File: src/rtl/ismc_pkg.sv
`timescale 1ns / 1ps
// ----------------------------------------------------------------------------
// ismc_pkg: shared types and constants for the idle sniff mode controller
// Holds the command and request codes, link mode codes, register map and the
// structs passed between the register file, the core and the top level.
// ----------------------------------------------------------------------------
package ismc_pkg;

  localparam int unsigned COUNT_WIDTH_DEF = 32;
  localparam int unsigned APB_ADDR_W      = 5;
  localparam int unsigned APB_DATA_W      = 32;
  localparam int unsigned LIMIT_W         = 32;
  localparam int unsigned HANDLE_W        = 12;
  localparam int unsigned IVAL_W          = 16;
  localparam int unsigned S_TDATA_W       = 16;
  localparam int unsigned M_TDATA_W       = 24;

  localparam logic [LIMIT_W-1:0] IDLE_LIMIT_RST = 32'd1000;

  typedef enum logic [1:0] {
    CMD_TICK        = 2'd0,
    CMD_ACTIVITY    = 2'd1,
    CMD_MODE_CHANGE = 2'd2,
    CMD_RESULT      = 2'd3
  } cmd_t;

  typedef enum logic [1:0] {
    REQ_NONE  = 2'd0,
    REQ_ENTER = 2'd1,
    REQ_EXIT  = 2'd2
  } req_kind_t;

  typedef logic [1:0] mode_t;
  localparam mode_t MODE_ACTIVE = 2'd0;
  localparam mode_t MODE_SNIFF  = 2'd2;

  typedef enum logic [2:0] {
    REG_IDLE_LIMIT    = 3'd0,
    REG_OWN_HANDLE    = 3'd1,
    REG_SNIFF_MAX     = 3'd2,
    REG_SNIFF_MIN     = 3'd3,
    REG_SNIFF_ATTEMPT = 3'd4,
    REG_SNIFF_TIMEOUT = 3'd5
  } reg_idx_t;

  typedef struct packed {
    logic [LIMIT_W-1:0]  idle_limit;
    logic [HANDLE_W-1:0] own_handle;
  } cfg_t;

  typedef struct packed {
    cmd_t                cmd;
    logic [HANDLE_W-1:0] handle;
    logic                ok;
    mode_t               mode;
  } item_t;

  typedef struct packed {
    logic                pending;
    mode_t               mode;
    logic [HANDLE_W-1:0] handle;
    req_kind_t           kind;
  } result_t;

endpackage

File: src/rtl/ismc_cfg_regs.sv
`timescale 1ns / 1ps
// ----------------------------------------------------------------------------
// ismc_cfg_regs: configuration register file
// APB-style slave holding the idle limit, own handle and sniff request values.
// ----------------------------------------------------------------------------
module ismc_cfg_regs
  import ismc_pkg::*;
(
  input  logic                  clk,
  input  logic                  rst,
  input  logic                  psel,
  input  logic                  penable,
  input  logic                  pwrite,
  input  logic [APB_ADDR_W-1:0] paddr,
  input  logic [APB_DATA_W-1:0] pwdata,
  output logic [APB_DATA_W-1:0] prdata,
  output logic                  pready,
  output cfg_t                  cfg
);

  logic [LIMIT_W-1:0]  idle_limit;
  logic [HANDLE_W-1:0] own_handle;
  logic [IVAL_W-1:0]   sniff_ival_max;
  logic [IVAL_W-1:0]   sniff_ival_min;
  logic [IVAL_W-1:0]   sniff_attempt_count;
  logic [IVAL_W-1:0]   sniff_timeout_value;
  reg_idx_t            idx;
  logic                wr_en;

  assign pready = 1'b1;
  assign idx    = reg_idx_t'(paddr[APB_ADDR_W-1:2]);
  assign wr_en  = psel && penable && pwrite && pready;

  always_ff @(posedge clk) begin
    if (rst) begin
      idle_limit          <= IDLE_LIMIT_RST;
      own_handle          <= '0;
      sniff_ival_max      <= '0;
      sniff_ival_min      <= '0;
      sniff_attempt_count <= '0;
      sniff_timeout_value <= '0;
    end else if (wr_en) begin
      unique case (idx)
        REG_IDLE_LIMIT:    idle_limit          <= pwdata[LIMIT_W-1:0];
        REG_OWN_HANDLE:    own_handle          <= pwdata[HANDLE_W-1:0];
        REG_SNIFF_MAX:     sniff_ival_max      <= pwdata[IVAL_W-1:0];
        REG_SNIFF_MIN:     sniff_ival_min      <= pwdata[IVAL_W-1:0];
        REG_SNIFF_ATTEMPT: sniff_attempt_count <= pwdata[IVAL_W-1:0];
        REG_SNIFF_TIMEOUT: sniff_timeout_value <= pwdata[IVAL_W-1:0];
        default: ;
      endcase
    end
  end

  always_comb begin
    prdata = '0;
    unique case (idx)
      REG_IDLE_LIMIT:    prdata = idle_limit;
      REG_OWN_HANDLE:    prdata = {{(APB_DATA_W-HANDLE_W){1'b0}}, own_handle};
      REG_SNIFF_MAX:     prdata = {{(APB_DATA_W-IVAL_W){1'b0}}, sniff_ival_max};
      REG_SNIFF_MIN:     prdata = {{(APB_DATA_W-IVAL_W){1'b0}}, sniff_ival_min};
      REG_SNIFF_ATTEMPT: prdata = {{(APB_DATA_W-IVAL_W){1'b0}}, sniff_attempt_count};
      REG_SNIFF_TIMEOUT: prdata = {{(APB_DATA_W-IVAL_W){1'b0}}, sniff_timeout_value};
      default:           prdata = '0;
    endcase
  end

  assign cfg.idle_limit = idle_limit;
  assign cfg.own_handle = own_handle;

endmodule

File: src/rtl/ismc_core.sv
`timescale 1ns / 1ps
// ----------------------------------------------------------------------------
// ismc_core: link power policy state and decision logic
// Keeps idle count, armed flag, link mode and pending flag; works out one
// result per word and commits the new state when the word moves on.
// ----------------------------------------------------------------------------
module ismc_core
  import ismc_pkg::*;
#(
  parameter int unsigned COUNT_WIDTH = COUNT_WIDTH_DEF
) (
  input  logic    clk,
  input  logic    rst,
  input  logic    commit,
  input  item_t   item,
  input  cfg_t    cfg,
  output result_t result
);

  localparam int unsigned CMP_W = (COUNT_WIDTH > LIMIT_W) ? COUNT_WIDTH : LIMIT_W;

  logic [COUNT_WIDTH-1:0] idle_count, idle_count_next, count_inc;
  logic                   timer_armed, timer_armed_next;
  mode_t                  link_mode, link_mode_next;
  logic                   pending, pending_next;
  logic [CMP_W-1:0]       count_ext, limit_ext;
  logic                   limit_hit;
  req_kind_t              req;

  // saturating increment, then compare against the limit at a common width
  assign count_inc = (&idle_count) ? idle_count : idle_count + 1'b1;
  assign count_ext = CMP_W'(count_inc);
  assign limit_ext = CMP_W'(cfg.idle_limit);
  assign limit_hit = count_ext >= limit_ext;

  always_comb begin
    idle_count_next  = idle_count;
    timer_armed_next = timer_armed;
    link_mode_next   = link_mode;
    pending_next     = pending;
    req              = REQ_NONE;
    unique case (item.cmd)
      CMD_TICK: begin
        if (timer_armed) begin
          idle_count_next = count_inc;
          if (limit_hit) begin
            idle_count_next = '0;
            if (!pending) begin
              if (link_mode == MODE_SNIFF) begin
                timer_armed_next = 1'b0;
              end else begin
                req          = REQ_ENTER;
                pending_next = 1'b1;
              end
            end
          end
        end
      end
      CMD_ACTIVITY: begin
        idle_count_next = '0;
        if (link_mode != MODE_ACTIVE && !pending) begin
          req          = REQ_EXIT;
          pending_next = 1'b1;
        end
      end
      CMD_MODE_CHANGE: begin
        if (item.handle == cfg.own_handle && item.ok) begin
          pending_next   = 1'b0;
          link_mode_next = item.mode;
          if (item.mode != MODE_SNIFF) begin
            timer_armed_next = 1'b1;
            idle_count_next  = '0;
          end
        end
      end
      CMD_RESULT: begin
        if (!item.ok) begin
          pending_next = 1'b0;
        end
      end
      default: ;
    endcase
  end

  always_ff @(posedge clk) begin
    if (rst) begin
      idle_count  <= '0;
      timer_armed <= 1'b1;
      link_mode   <= MODE_ACTIVE;
      pending     <= 1'b0;
    end else if (commit) begin
      idle_count  <= idle_count_next;
      timer_armed <= timer_armed_next;
      link_mode   <= link_mode_next;
      pending     <= pending_next;
    end
  end

  assign result.kind    = req;
  assign result.handle  = (req != REQ_NONE) ? cfg.own_handle : '0;
  assign result.mode    = link_mode_next;
  assign result.pending = pending_next;

  a_req_sets_pending: assert property (@(posedge clk) disable iff (rst)
    (commit && req != REQ_NONE) |=> pending)
    else $error("request issued without pending flag");

  a_disarmed_count_holds: assert property (@(posedge clk) disable iff (rst)
    (commit && item.cmd == CMD_TICK && !timer_armed) |=> $stable(idle_count))
    else $error("idle count moved on a disarmed tick");

  a_disarm_in_sniff: assert property (@(posedge clk) disable iff (rst)
    $fell(timer_armed) |-> (link_mode == MODE_SNIFF))
    else $error("timer disarmed outside sniff mode");

endmodule

File: src/rtl/idle_sniff_mode_controller.sv
`timescale 1ns / 1ps
// an accepted word is held in the input register; its result goes into the result register, which drives m_tdata
// throughput: one word per cycle, held only by m_tready backpressure
// the rate is set by the combinational decision between input and result register
// reset (rst, synchronous): idle_count 0, timer armed, mode active, nothing pending
// reset: idle_limit 1000, all other registers 0, both stages empty
// ----------------------------------------------------------------------------
// idle_sniff_mode_controller: idle-driven sniff policy for one connection
// Input register, decision core and result register, with an APB register file.
// ----------------------------------------------------------------------------
module idle_sniff_mode_controller
  import ismc_pkg::*;
#(
  parameter int unsigned COUNT_WIDTH = COUNT_WIDTH_DEF
) (
  input  logic                  clk,
  input  logic                  rst,
  input  logic                  s_tvalid,
  output logic                  s_tready,
  // [11:0] event_handle, [12] event_ok, [14:13] event_mode, [15] zero
  input  logic [S_TDATA_W-1:0]  s_tdata,
  // [1:0] command
  input  logic [1:0]            s_tuser,
  output logic                  m_tvalid,
  input  logic                  m_tready,
  // [1:0] request_kind, [13:2] request_handle, [15:14] link mode,
  // [16] pending_flag, [23:17] zero
  output logic [M_TDATA_W-1:0]  m_tdata,
  input  logic                  psel,
  input  logic                  penable,
  input  logic                  pwrite,
  input  logic [APB_ADDR_W-1:0] paddr,
  input  logic [APB_DATA_W-1:0] pwdata,
  output logic [APB_DATA_W-1:0] prdata,
  output logic                  pready
);

  cfg_t    cfg;
  item_t   in_item;
  logic    in_valid;
  logic    advance;
  result_t result;
  result_t out_res;

  ismc_cfg_regs u_cfg (
    .clk     (clk),
    .rst     (rst),
    .psel    (psel),
    .penable (penable),
    .pwrite  (pwrite),
    .paddr   (paddr),
    .pwdata  (pwdata),
    .prdata  (prdata),
    .pready  (pready),
    .cfg     (cfg)
  );

  // input word moves on whenever the result register is free or being drained
  assign advance  = in_valid && (!m_tvalid || m_tready);
  assign s_tready = !in_valid || advance;

  always_ff @(posedge clk) begin
    if (rst) begin
      in_valid <= 1'b0;
    end else if (s_tready) begin
      in_valid <= s_tvalid;
    end
  end

  always_ff @(posedge clk) begin
    if (s_tready && s_tvalid) begin
      in_item.cmd    <= cmd_t'(s_tuser);
      in_item.handle <= s_tdata[HANDLE_W-1:0];
      in_item.ok     <= s_tdata[HANDLE_W];
      in_item.mode   <= s_tdata[HANDLE_W+2:HANDLE_W+1];
    end
  end

  ismc_core #(
    .COUNT_WIDTH (COUNT_WIDTH)
  ) u_core (
    .clk    (clk),
    .rst    (rst),
    .commit (advance),
    .item   (in_item),
    .cfg    (cfg),
    .result (result)
  );

  always_ff @(posedge clk) begin
    if (rst) begin
      m_tvalid <= 1'b0;
    end else if (advance) begin
      m_tvalid <= 1'b1;
    end else if (m_tready) begin
      m_tvalid <= 1'b0;
    end
  end

  always_ff @(posedge clk) begin
    if (advance) begin
      out_res <= result;
    end
  end

  assign m_tdata = {7'd0, out_res.pending, out_res.mode, out_res.handle, out_res.kind};

endmodule

File: config.mk
export PLATFORM = sky130hd
export DESIGN_NAME = idle_sniff_mode_controller
export DESIGN_NICKNAME = d
export VERILOG_FILES = /design/src/rtl/ismc_pkg.sv /design/src/rtl/ismc_cfg_regs.sv /design/src/rtl/ismc_core.sv /design/src/rtl/idle_sniff_mode_controller.sv
export SDC_FILE = /design/constraint.sdc
export NUM_CORES = 1
export LEC_CHECK = 0
export BUFFER_PORTS_ARGS = -buffer_cell sky130_fd_sc_hd__buf_2
export CORE_ASPECT_RATIO = 0.9
export CORE_MARGIN = 5
export CORE_UTILIZATION = 40
export DETAILED_ROUTE_END_ITERATION = 8
export SETUP_SLACK_MARGIN = 0.5
export SKIP_LAST_GASP = 1
export SYNTH_ARGS = -nofsm -noshare
export SYNTH_HDL_FRONTEND = slang
export SYNTH_HIERARCHICAL = 1
export SYNTH_SLANG_ARGS = --single-unit
File: constraint.sdc
create_clock -name clk -period 9.7 [get_ports clk]
set_clock_uncertainty 0.15 [all_clocks]
set_input_delay 1.94 -clock clk [delete_from_list [all_inputs] [get_ports clk]]
set_output_delay 1.94 -clock clk [all_outputs]
set_load 0.02 [all_outputs]
# ---- Yosys cells after proc, flatten, opt, wreduce, memory -nomap -nowiden
# Cells that the tools add are included.
dict set report classes {
  add_sub_neg 1
  magnitude_cmp 1
  eq_ne 14
  muxes 30
  reduce_logical 27
}
# operator count
set op_table {}
lappend op_table {{$pmux 32 s6} 1}
lappend op_table {{$mux 32} 5}
lappend op_table {{$pmux 32 s3} 1}
lappend op_table {{$add 32x1->32 const B} 1}
lappend op_table {{$ge 32x32->1} 1}
lappend op_table {{$reduce_and 32->1} 1}
lappend op_table {{$mux 1} 14}
lappend op_table {{$eq 12x12->1} 1}
lappend op_table {{$mux 2} 6}
lappend op_table {{$reduce_and 2->1} 6}
lappend op_table {{$reduce_bool 2->1} 4}
lappend op_table {{$eq 2x2->1 const B} 3}
lappend op_table {{$eq 3x2->1 const B} 2}
lappend op_table {{$eq 3x3->1 const B} 2}
lappend op_table {{$logic_and 1x1->1} 6}
lappend op_table {{$ne 2x1->1 const B} 3}
lappend op_table {{$reduce_and 5->1} 1}
lappend op_table {{$pmux 1 s4} 1}
lappend op_table {{$pmux 2 s2} 1}
lappend op_table {{$reduce_and 4->1} 1}
lappend op_table {{$eq 3x1->1 const B} 1}
lappend op_table {{$logic_not 1->1} 3}
lappend op_table {{$logic_not 3->1} 1}
lappend op_table {{$reduce_bool 3->1} 1}
lappend op_table {{5 further kinds} 6}
dict set report word_totals {
  register_bits 180
  word_cells 93
}

# ---- Longest topological paths before layout
# Gate-level depths: netlist of run 1.
dict set report depth {
  ltp_word 7
  mapped_depth 17
}

# ---- Modules after synthesis
# The synthesis of run 1 kept the hierarchy.
# mod instances cells_per_inst area_each_um2
set modules_own_cells {}
lappend modules_own_cells {ismc_cfg_regs 1 506 5247.5}
lappend modules_own_cells {ismc_core 1 410 3240.6}
lappend modules_own_cells {idle_sniff_mode_controller 1 52 1181.1}

# ---- Worst setup path after synthesis of run 1
# OpenSTA, ideal clock, no wires.
dict set report synth_path {
  path_type {input port to output port}
  start {input port paddr[2]}
  end {output port prdata[13]}
  arrival_ps 2993
  t_required_ps 7610
  slack_ps 4617
  stages 5
  path_cell_list {buf_6 buf_2 buf_4 a31oi_1 o21ai_0}
}
dict set report synth_between {
  elab_chain_cells 2
  word_cells_on_any_way 7
  cone_classes {eq/ne: 5; mux: 1; reduce/logical: 1}
}
# element line_no
set synth_lines {}
lappend synth_lines {{start, declared} idle_sniff_mode_controller.sv:32} ;# input logic [APB_ADDR_W-1:0] paddr,
lappend synth_lines {{$eq 3x3->1 (tied with other cells)} ismc_cfg_regs.sv:57} ;# unique case (idx)
lappend synth_lines {{$pmux 32 s6 *} ismc_cfg_regs.sv:57}
lappend synth_lines {{end, declared} idle_sniff_mode_controller.sv:34} ;# output logic [APB_DATA_W-1:0] prdata,
# Mark *: on every way between the ends. The rest lies on a longest branch, timed or not.

# ---- Worst setup path after layout of run 1
dict set report layout_path {
  start {input port paddr[2]}
  end {output port prdata[0]}
}
# The elaborated chain is that of the path after synthesis.

==> metrics.md, run 1 <==
| Metric | Value |
|---|---|
| Commonest cells post-synth | `146 x dfxtp_1, 137 x nand2b_1, 116 x mux2i_1` |
| Crit share post-route | `between 60% and 70%` |
| Top Family by Delay on Critical Path | `simple AND/OR/NAND/NOR gates` |
| Placed cell areas | `10300 um2` |
| Die X | `between 150 and 200 um` |
| Tot GR Track Use | `between 10% and 20%` |
| Worst Reg-to-Reg Cells | `13` |
| Post-synth top area cell | `dfxtp_1` |
| Row count | `54` |
| Dpl ws | `roughly 3700 ps` |
| Slew margin rel. | `approximately 25%` |
| Final WL | `between 20 and 25 mm` |
| Mapped Cells | `968` |
| Area growth from synthesis to layout | `13.5%` |
| Crit-path max FO | `30` |
| Starting Density | `about two fifths` |
| DP Cell Count | `approximately 1300` |
| Via count | `between 7000 and 8000` |
| Fin area | `between 10000 and 15000 um2` |
| Sequential element share of the synthesized area | `40.8%` |
| CP most frequent cell | `buf_2` |
| Slowest-stage cell, CP | `nor2b_1` |
| Post-CTS sizing | `0` |
| Hold Crit Class | `flip-flop to flip-flop` |
| CP Depth | `5` |
| Worst skew pair latency | `about 440 ps` |
| Switching power of the nets | `409 uW` |
| ANT nets after route | `0` |
| Initial antenna violation count | `0` |
| Vias in the first global route | `about 7000` |
| Clock buffer depth | `2` |
| EDFF count, synth | `34` |
| Setup violators final | `0` |
| Filler cells | `around 2300` |
| First-pass GRT wire length | `about 38 mm` |
| Primary FF master, synth | `dfxtp_1` |
| # nets final | `approximately 1100` |
| Slew @ Worst Pin | `~1100 ps` |
| RSZ-0062 raised after global routing | `no` |
| Top cells by area, synth | `dfxtp_1 30%, mux2i_1 12%, edfxtp_1 11%` |
| Most frequent cell after synthesis | `dfxtp_1` |
| CP Capture Type | `primary output` |
| Tot Pwr | `1.65 mW` |
| Yosys warning count | `6` |
| # H-tree levels | `4` |
| Int Pwr | `1.24 mW` |
| Vias per cell | `5.18` |
| TritonCTS buffer count | `17` |
| P per Cell Area | `between 150 and 200 nW/um2` |
| Pleak | `roughly 4.8 nW` |
| DRC errors left | `0` |
| Clk pin slew, worst setup/hold paths | `70 ps` |
| Final hold vios | `0` |
| Max Freq | `165 MHz` |
| Drt pass-1 iters | `5` |
| Clock network fraction of design power | `45.8%` |
| CP Data Required Time | `approximately 7600 ps` |
| Setup ws final | `between 3000 and 4000 ps` |
| Critical path class | `primary input to primary output` |
| Reg2reg setup slack | `4630 ps` |
| Detail Placement HPWL | `between 15 and 20 mm` |
| Buffers added on ports | `109` |
| Iter 0 DRT Violations | `between 400 and 500` |
| Worst path max stage delay | `830 ps` |
| TNS Setup | `0 ps` |
| Async set-reset flop share out of synthesis | `0%` |
| Ant diodes | `0` |
| Die ar. | `about 27000 um2` |
| RR Endpoint | `m_tdata[6]$_DFFE_PP_` |
| Largest net degree at the start of global routing | `around 120` |
| Tmin final | `a little over 6000 ps` |
| Reg-to-reg startpoint | `u_core/idle_count[20]$_SDFFE_PP0P_` |
| WL/cell | `17.2 um` |
| Core area | `between 20000 and 25000 um2` |
| Post-route insts no fill | `between 1000 and 1500` |
| Combinational Power Share | `6.8%` |
| Min-delay src | `u_cfg/sniff_ival_max[14]$_SDFFE_PP0P_` |
| Root buf cell | `clkbuf_16` |
| Post-CTS Repair Setup Buffers | `0` |
| Cell Area, Synth | `9670 um2` |
| Pins Over Slew Limit | `0` |
| Reg power frac | `a little under half` |
| Mean Syn Cell Area | `between 9 and 10 um2` |
| Worst VDD drop | `~0.11 mV` |
| Final GP Congestion | `0.795` |
| Netlist cell types | `76` |
| Hold Buf Count CTS | `0` |
| CTS sink cnt | `180` |
| Proportion of layout cells with a drive suffix above 1 | `between 10% and 20%` |
| Critical path data arrival time | `roughly 4000 ps` |
| Top-area cell type share of the netlist area | `between 30% and 40%` |
| Hold path endpoint | `u_cfg/sniff_ival_max[14]$_SDFFE_PP0P_` |
| Switching part of the total | `approximately a quarter` |
| Worst setup SP type | `primary input` |
| Crit-path cells | `buf_2, nor2b_1, a32o_1, a221o_1, buf_2` |
| Remaining global-route overflow | `0` |
| I/O pin count | `around 120` |
| Status | `completed` |
| Die height | `158 um` |
| Yosys reg bits | `180` |
| CTS tree | `built` |
| Hold Path Cell Cnt | `2` |
| Bufs and invs on worst path | `2` |
| Maxcap violations | `0` |
## worst max path at each step
stage                  start         end
finish              paddr[2]   prdata[0]
global route        paddr[2]   prdata[1]
CTS                 paddr[2]   prdata[1]
detailed placement  paddr[2]   prdata[1]
global placement    paddr[2]   prdata[7]
floorplan           paddr[2]  prdata[13]
## stage by stage
step                hold WS (ps)  utilization, %
finish                       328            45.6
detailed placement           316            42.9
global placement             307            42.9
CTS                          330            45.6
floorplan                    299               -
global route                 339            45.6
## placed cells by master (no fill, tap or decap), drive strengths merged, types with 6 or more instances in the layout
| cell type | count |
|---|---|
| mux2 | 24 |
| dfxtp | 146 |
| a31oi | 6 |
| nand2b | 137 |
| nand2 | 40 |
| and2 | 36 |
| or2 | 6 |
| nor3 | 11 |
| nor2b | 7 |
| a21oi | 21 |
| buf | 113 |
| xnor2 | 30 |
| inv | 54 |
| a22o | 18 |
| edfxtp | 34 |
| nand4 | 14 |
| and4 | 6 |
| or3 | 12 |
| conb | 8 |
| mux2i | 116 |
| xor2 | 9 |
| ha | 37 |
| clkbuf | 17 |
| a21o | 6 |
| a32o | 8 |
| nor2 | 39 |
| nand3 | 17 |
| a221o | 11 |
| o21ai | 16 |
## power by group through the flow
stage / Sequential, mW / Clock, mW / Combinational, mW
global placement: 0.797 / 0 / 0.112
CTS: 0.780 / 0.772 / 0.113
floorplan: 0.799 / 0 / 0.0746
global route: 0.781 / 0.797 / 0.122
finish: 0.780 / 0.754 / 0.112
detailed placement: 0.797 / 0 / 0.112
## layer usage
metal,vias to the layer above,GRT usage [%],routed length (um)
met5,-,0,0
met4,0,3.81,152
met3,10,3.75,1260
met2,181,27.3,10600
met1,3351,23.9,11600
li1,3552,-,-
## cell type report
cell class / instances / area (um2) / area share, %
Timing Repair Buffer: 113 / 578 / 5.27
Clock buffer: 17 / 425 / 3.88
Clock inverter: 15 / 216 / 1.97
Multi-Input combinational cell: 690 / 5250 / 47.8
Tap cell: 308 / 385 / 3.51
Sequential cell: 180 / 3940 / 35.9
Inverter: 46 / 173 / 1.57
## sequential cells by signal (all words and copies together) (netlist names)
name                       flops
u_cfg/sniff_attempt_count     16
u_core/pending                 1
in_valid                       1
m_tvalid                       1
u_cfg/sniff_timeout_value     16
u_core/idle_count             32
u_cfg/own_handle              12
u_cfg/sniff_ival_min          16
in_item                       17
u_core/timer_armed             1
u_core/link_mode               2
m_tdata                       17
u_cfg/idle_limit              32
u_cfg/sniff_ival_max          16
## tightest hold or removal path: cells and delay by family, from the launching register on
| kind | cells | cell delay, ps |
|---|---|---|
| flip-flops | 1 | 310 |
| AND/OR/NAND/NOR | 1 | 60 |
| multiplexers | 1 | 60 |
## cell families (layout without fill, tap and decap cells)
group           after synthesis  after routing  synth area share [%]
mux                         141            141                  15.0
xor+xnor                     39             39                  3.61
fa+ha+maj                    37             37                  4.79
simple gates                345            345                  21.0
buf+inv                     104            191                  5.25
compound gates              120            120                  9.46
flops                       180            180                  40.8
other cells                   2              8                0.0777
Note: power is estimated with default switching activity, not from simulation.
==> run 2: changes to the inputs <==
Clock period 9.7 ns to 5.1 ns, I/O delays scaled along.
==> run 2 against run 1 <==
Effect of this change: die area did not move; first-iteration DRC count fell by 12%; clock power rose by 87%; design area rose by 1.1%; sequential power rose by 90%; largest cell class unchanged; largest power group unchanged.
==> metrics.md, run 2 (synthesis gave the netlist of run 1 again) <==
| Metric | Value |
|---|---|
| Max Freq | `roughly 220 MHz` |
| Tot GR Track Use | `around 17%` |
| Slew @ Worst Pin | `1080 ps` |
| Dpl ws | `403 ps` |
| Area growth from synthesis to layout | `14.7%` |
| Hold Crit Class | `flip-flop to flip-flop` |
| TNS Setup | `0 ps` |
| Tmin final | `around 4500 ps` |
| Iter 0 DRT Violations | `between 300 and 400` |
| Root buf cell | `clkbuf_16` |
| Final hold vios | `0` |
| ANT nets after route | `0` |
| Setup ws final | `588 ps` |
| I/O pin count | `about 120` |
| Slowest-stage cell, CP | `or4_4` |
| CP Capture Type | `flip-flop` |
| CTS sink cnt | `180` |
| Worst path max stage delay | `around 500 ps` |
| Final GP Congestion | `between 0.7 and 0.8` |
| Clock buffer depth | `2` |
| Worst setup SP type | `flip-flop` |
| Setup violators final | `0` |
| Vias in the first global route | `slightly below 7000` |
| First-pass GRT wire length | `36.9 mm` |
| Commonest non-fill, non-tap cell in the layout | `dfxtp_1` |
| Starting Density | `between 40% and 50%` |
| Worst VDD drop | `about 0.19 mV` |
| Drt pass-1 iters | `5` |
| Detail Placement HPWL | `16.5 mm` |
| Row count | `54` |
| Ant diodes | `0` |
| Grt peak-use layer | `met2` |
| CP most frequent cell | `nand3_1` |
| Bufs and invs on worst path | `0` |
| DP Cell Count | `1343` |
| Slew margin rel. | `around 28%` |
| Final Util | `46.1%` |
| Filler cells | `~2300` |
| Core area | `roughly 24000 um2` |
| Die height | `between 150 and 200 um` |
| Initial antenna violation count | `0` |
| Remaining global-route overflow | `0` |
| Critical path data arrival time | `about 4700 ps` |
| Crit-path max FO | `8` |
| TritonCTS buffer count | `17` |
| Proportion of layout cells with a drive suffix above 1 | `between 20% and 30%` |
| Crit-path cells | `ha_2, nand3_1, or4_4, o311a_4, and4bb_4, nand4_1, xnor2_1, ha_1, and2_0, a221o_1, a21oi_2, o2111ai_2, or3_4, or3_1, nand3_1` |
| Final WL | `about 23 mm` |
| Largest regs | `u_cfg/idle_limit: 32 flops, u_core/idle_count: 32 flops` |
| Pins Over Slew Limit | `0` |
| Via count | `between 7000 and 8000` |
| Worst skew pair latency | `~430 ps` |
| Die X | `~170 um` |
| P per Cell Area | `281 nW/um2` |
| Pleak | `4.85 nW` |
| Status | `completed` |
| Post-route insts no fill | `1377` |
| GR Util met2 | `about 26%` |
| Critical path class | `flip-flop to flip-flop` |
| Top Family by Delay on Critical Path | `simple AND/OR/NAND/NOR gates` |
| # H-tree levels | `4` |
| Vias per cell | `roughly 5.2` |
| Maxcap violations | `0` |
| RSZ-0062 raised after global routing | `yes` |
| WL/cell | `around 17 um` |
| DRC errors left | `0` |
| Clk pin slew, worst setup/hold paths | `roughly 70 ps` |
| Buffers added on ports | `109` |
| Leading cell types in the layout, fill and taps excluded | `143 x dfxtp_1, 137 x nand2b_1, 116 x mux2i_1` |
| WHS | `about 330 ps` |
| CP Data Required Time | `between 5000 and 6000 ps` |
| Die ar. | `27400 um2` |
| # nets final | `around 1200` |
| CTS tree | `built` |
| Met3 Use GR | `under 10%` |
| Largest net degree at the start of global routing | `between 100 and 150` |
| Grt met1 use | `a little under a quarter` |
| Crit share post-route | `88.5%` |
## run 2: metrics by stage
stage	instance area (um2)	total power, mW
detailed placement	10400	1.73
global route	11100	3.23
global placement	10400	1.73
floorplan	9690	1.66
CTS	11000	3.15
finish	11100	3.11
## run 2: timing repair
item / 4_1_cts / 5_1_grt
pin swaps: 0 / 1
setup buffers: 0 / 1
endpoints found under the setup margin: 23 / 27
resized for setup: 3 / 14
cloned: 0 / 1
hold buffers: 0 / 0
endpoints found under the hold margin: 0 / 0
## run 2: area by class of cell
class / count / area, um2 / share of cell area, %
clock buffers: 18 / 429 / 3.87
clock inverters: 14 / 199 / 1.79
inverters: 46 / 173 / 1.56
multi-input cells: 691 / 5330 / 48.0
flip-flops and latches: 180 / 3950 / 35.6
well taps: 308 / 385 / 3.47
repair buffers: 120 / 631 / 5.69
## run 2: worst paths after layout
kind,start,cells past startpoint,end,slack [ps]
worst min-delay path,u_cfg/sniff_attempt_count[5]$_SDFFE_PP0P_,2,u_cfg/sniff_attempt_count[5]$_SDFFE_PP0P_,330
worst max-delay path,u_core/idle_count[0]$_SDFFE_PP0P_,15,u_core/idle_count[0]$_SDFFE_PP0P_,590
worst min register to register,u_cfg/sniff_attempt_count[5]$_SDFFE_PP0P_,2,u_cfg/sniff_attempt_count[5]$_SDFFE_PP0P_,330
worst max register to register,u_core/idle_count[0]$_SDFFE_PP0P_,15,u_core/idle_count[0]$_SDFFE_PP0P_,590
## run 2: power breakdown
group          leakage [nW]  internal [mW]  switching [mW]
Clock                 0.294          0.827           0.587
Sequential             1.51           1.47          0.0133
Combinational          3.05         0.0859           0.130
Total                  4.85           2.38           0.730
## run 2: per-layer routing
layer,vias up,part of all wire (%)
met5,-,0
met1,3372,51
met2,160,44
met4,0,1.2
met3,22,4.2
li1,3562,-
## run 2: worst reg2reg max path, cell delays in order (launching register included)
cell	delay, ps
dfxtp_2	400
ha_2	250
nand3_1	90
or4_4	510
o311a_4	390
and4bb_4	240
nand4_1	150
xnor2_1	180
ha_1	290
and2_0	170
a221o_1	310
a21oi_2	190
o2111ai_2	230
or3_4	510
or3_1	320
nand3_1	80
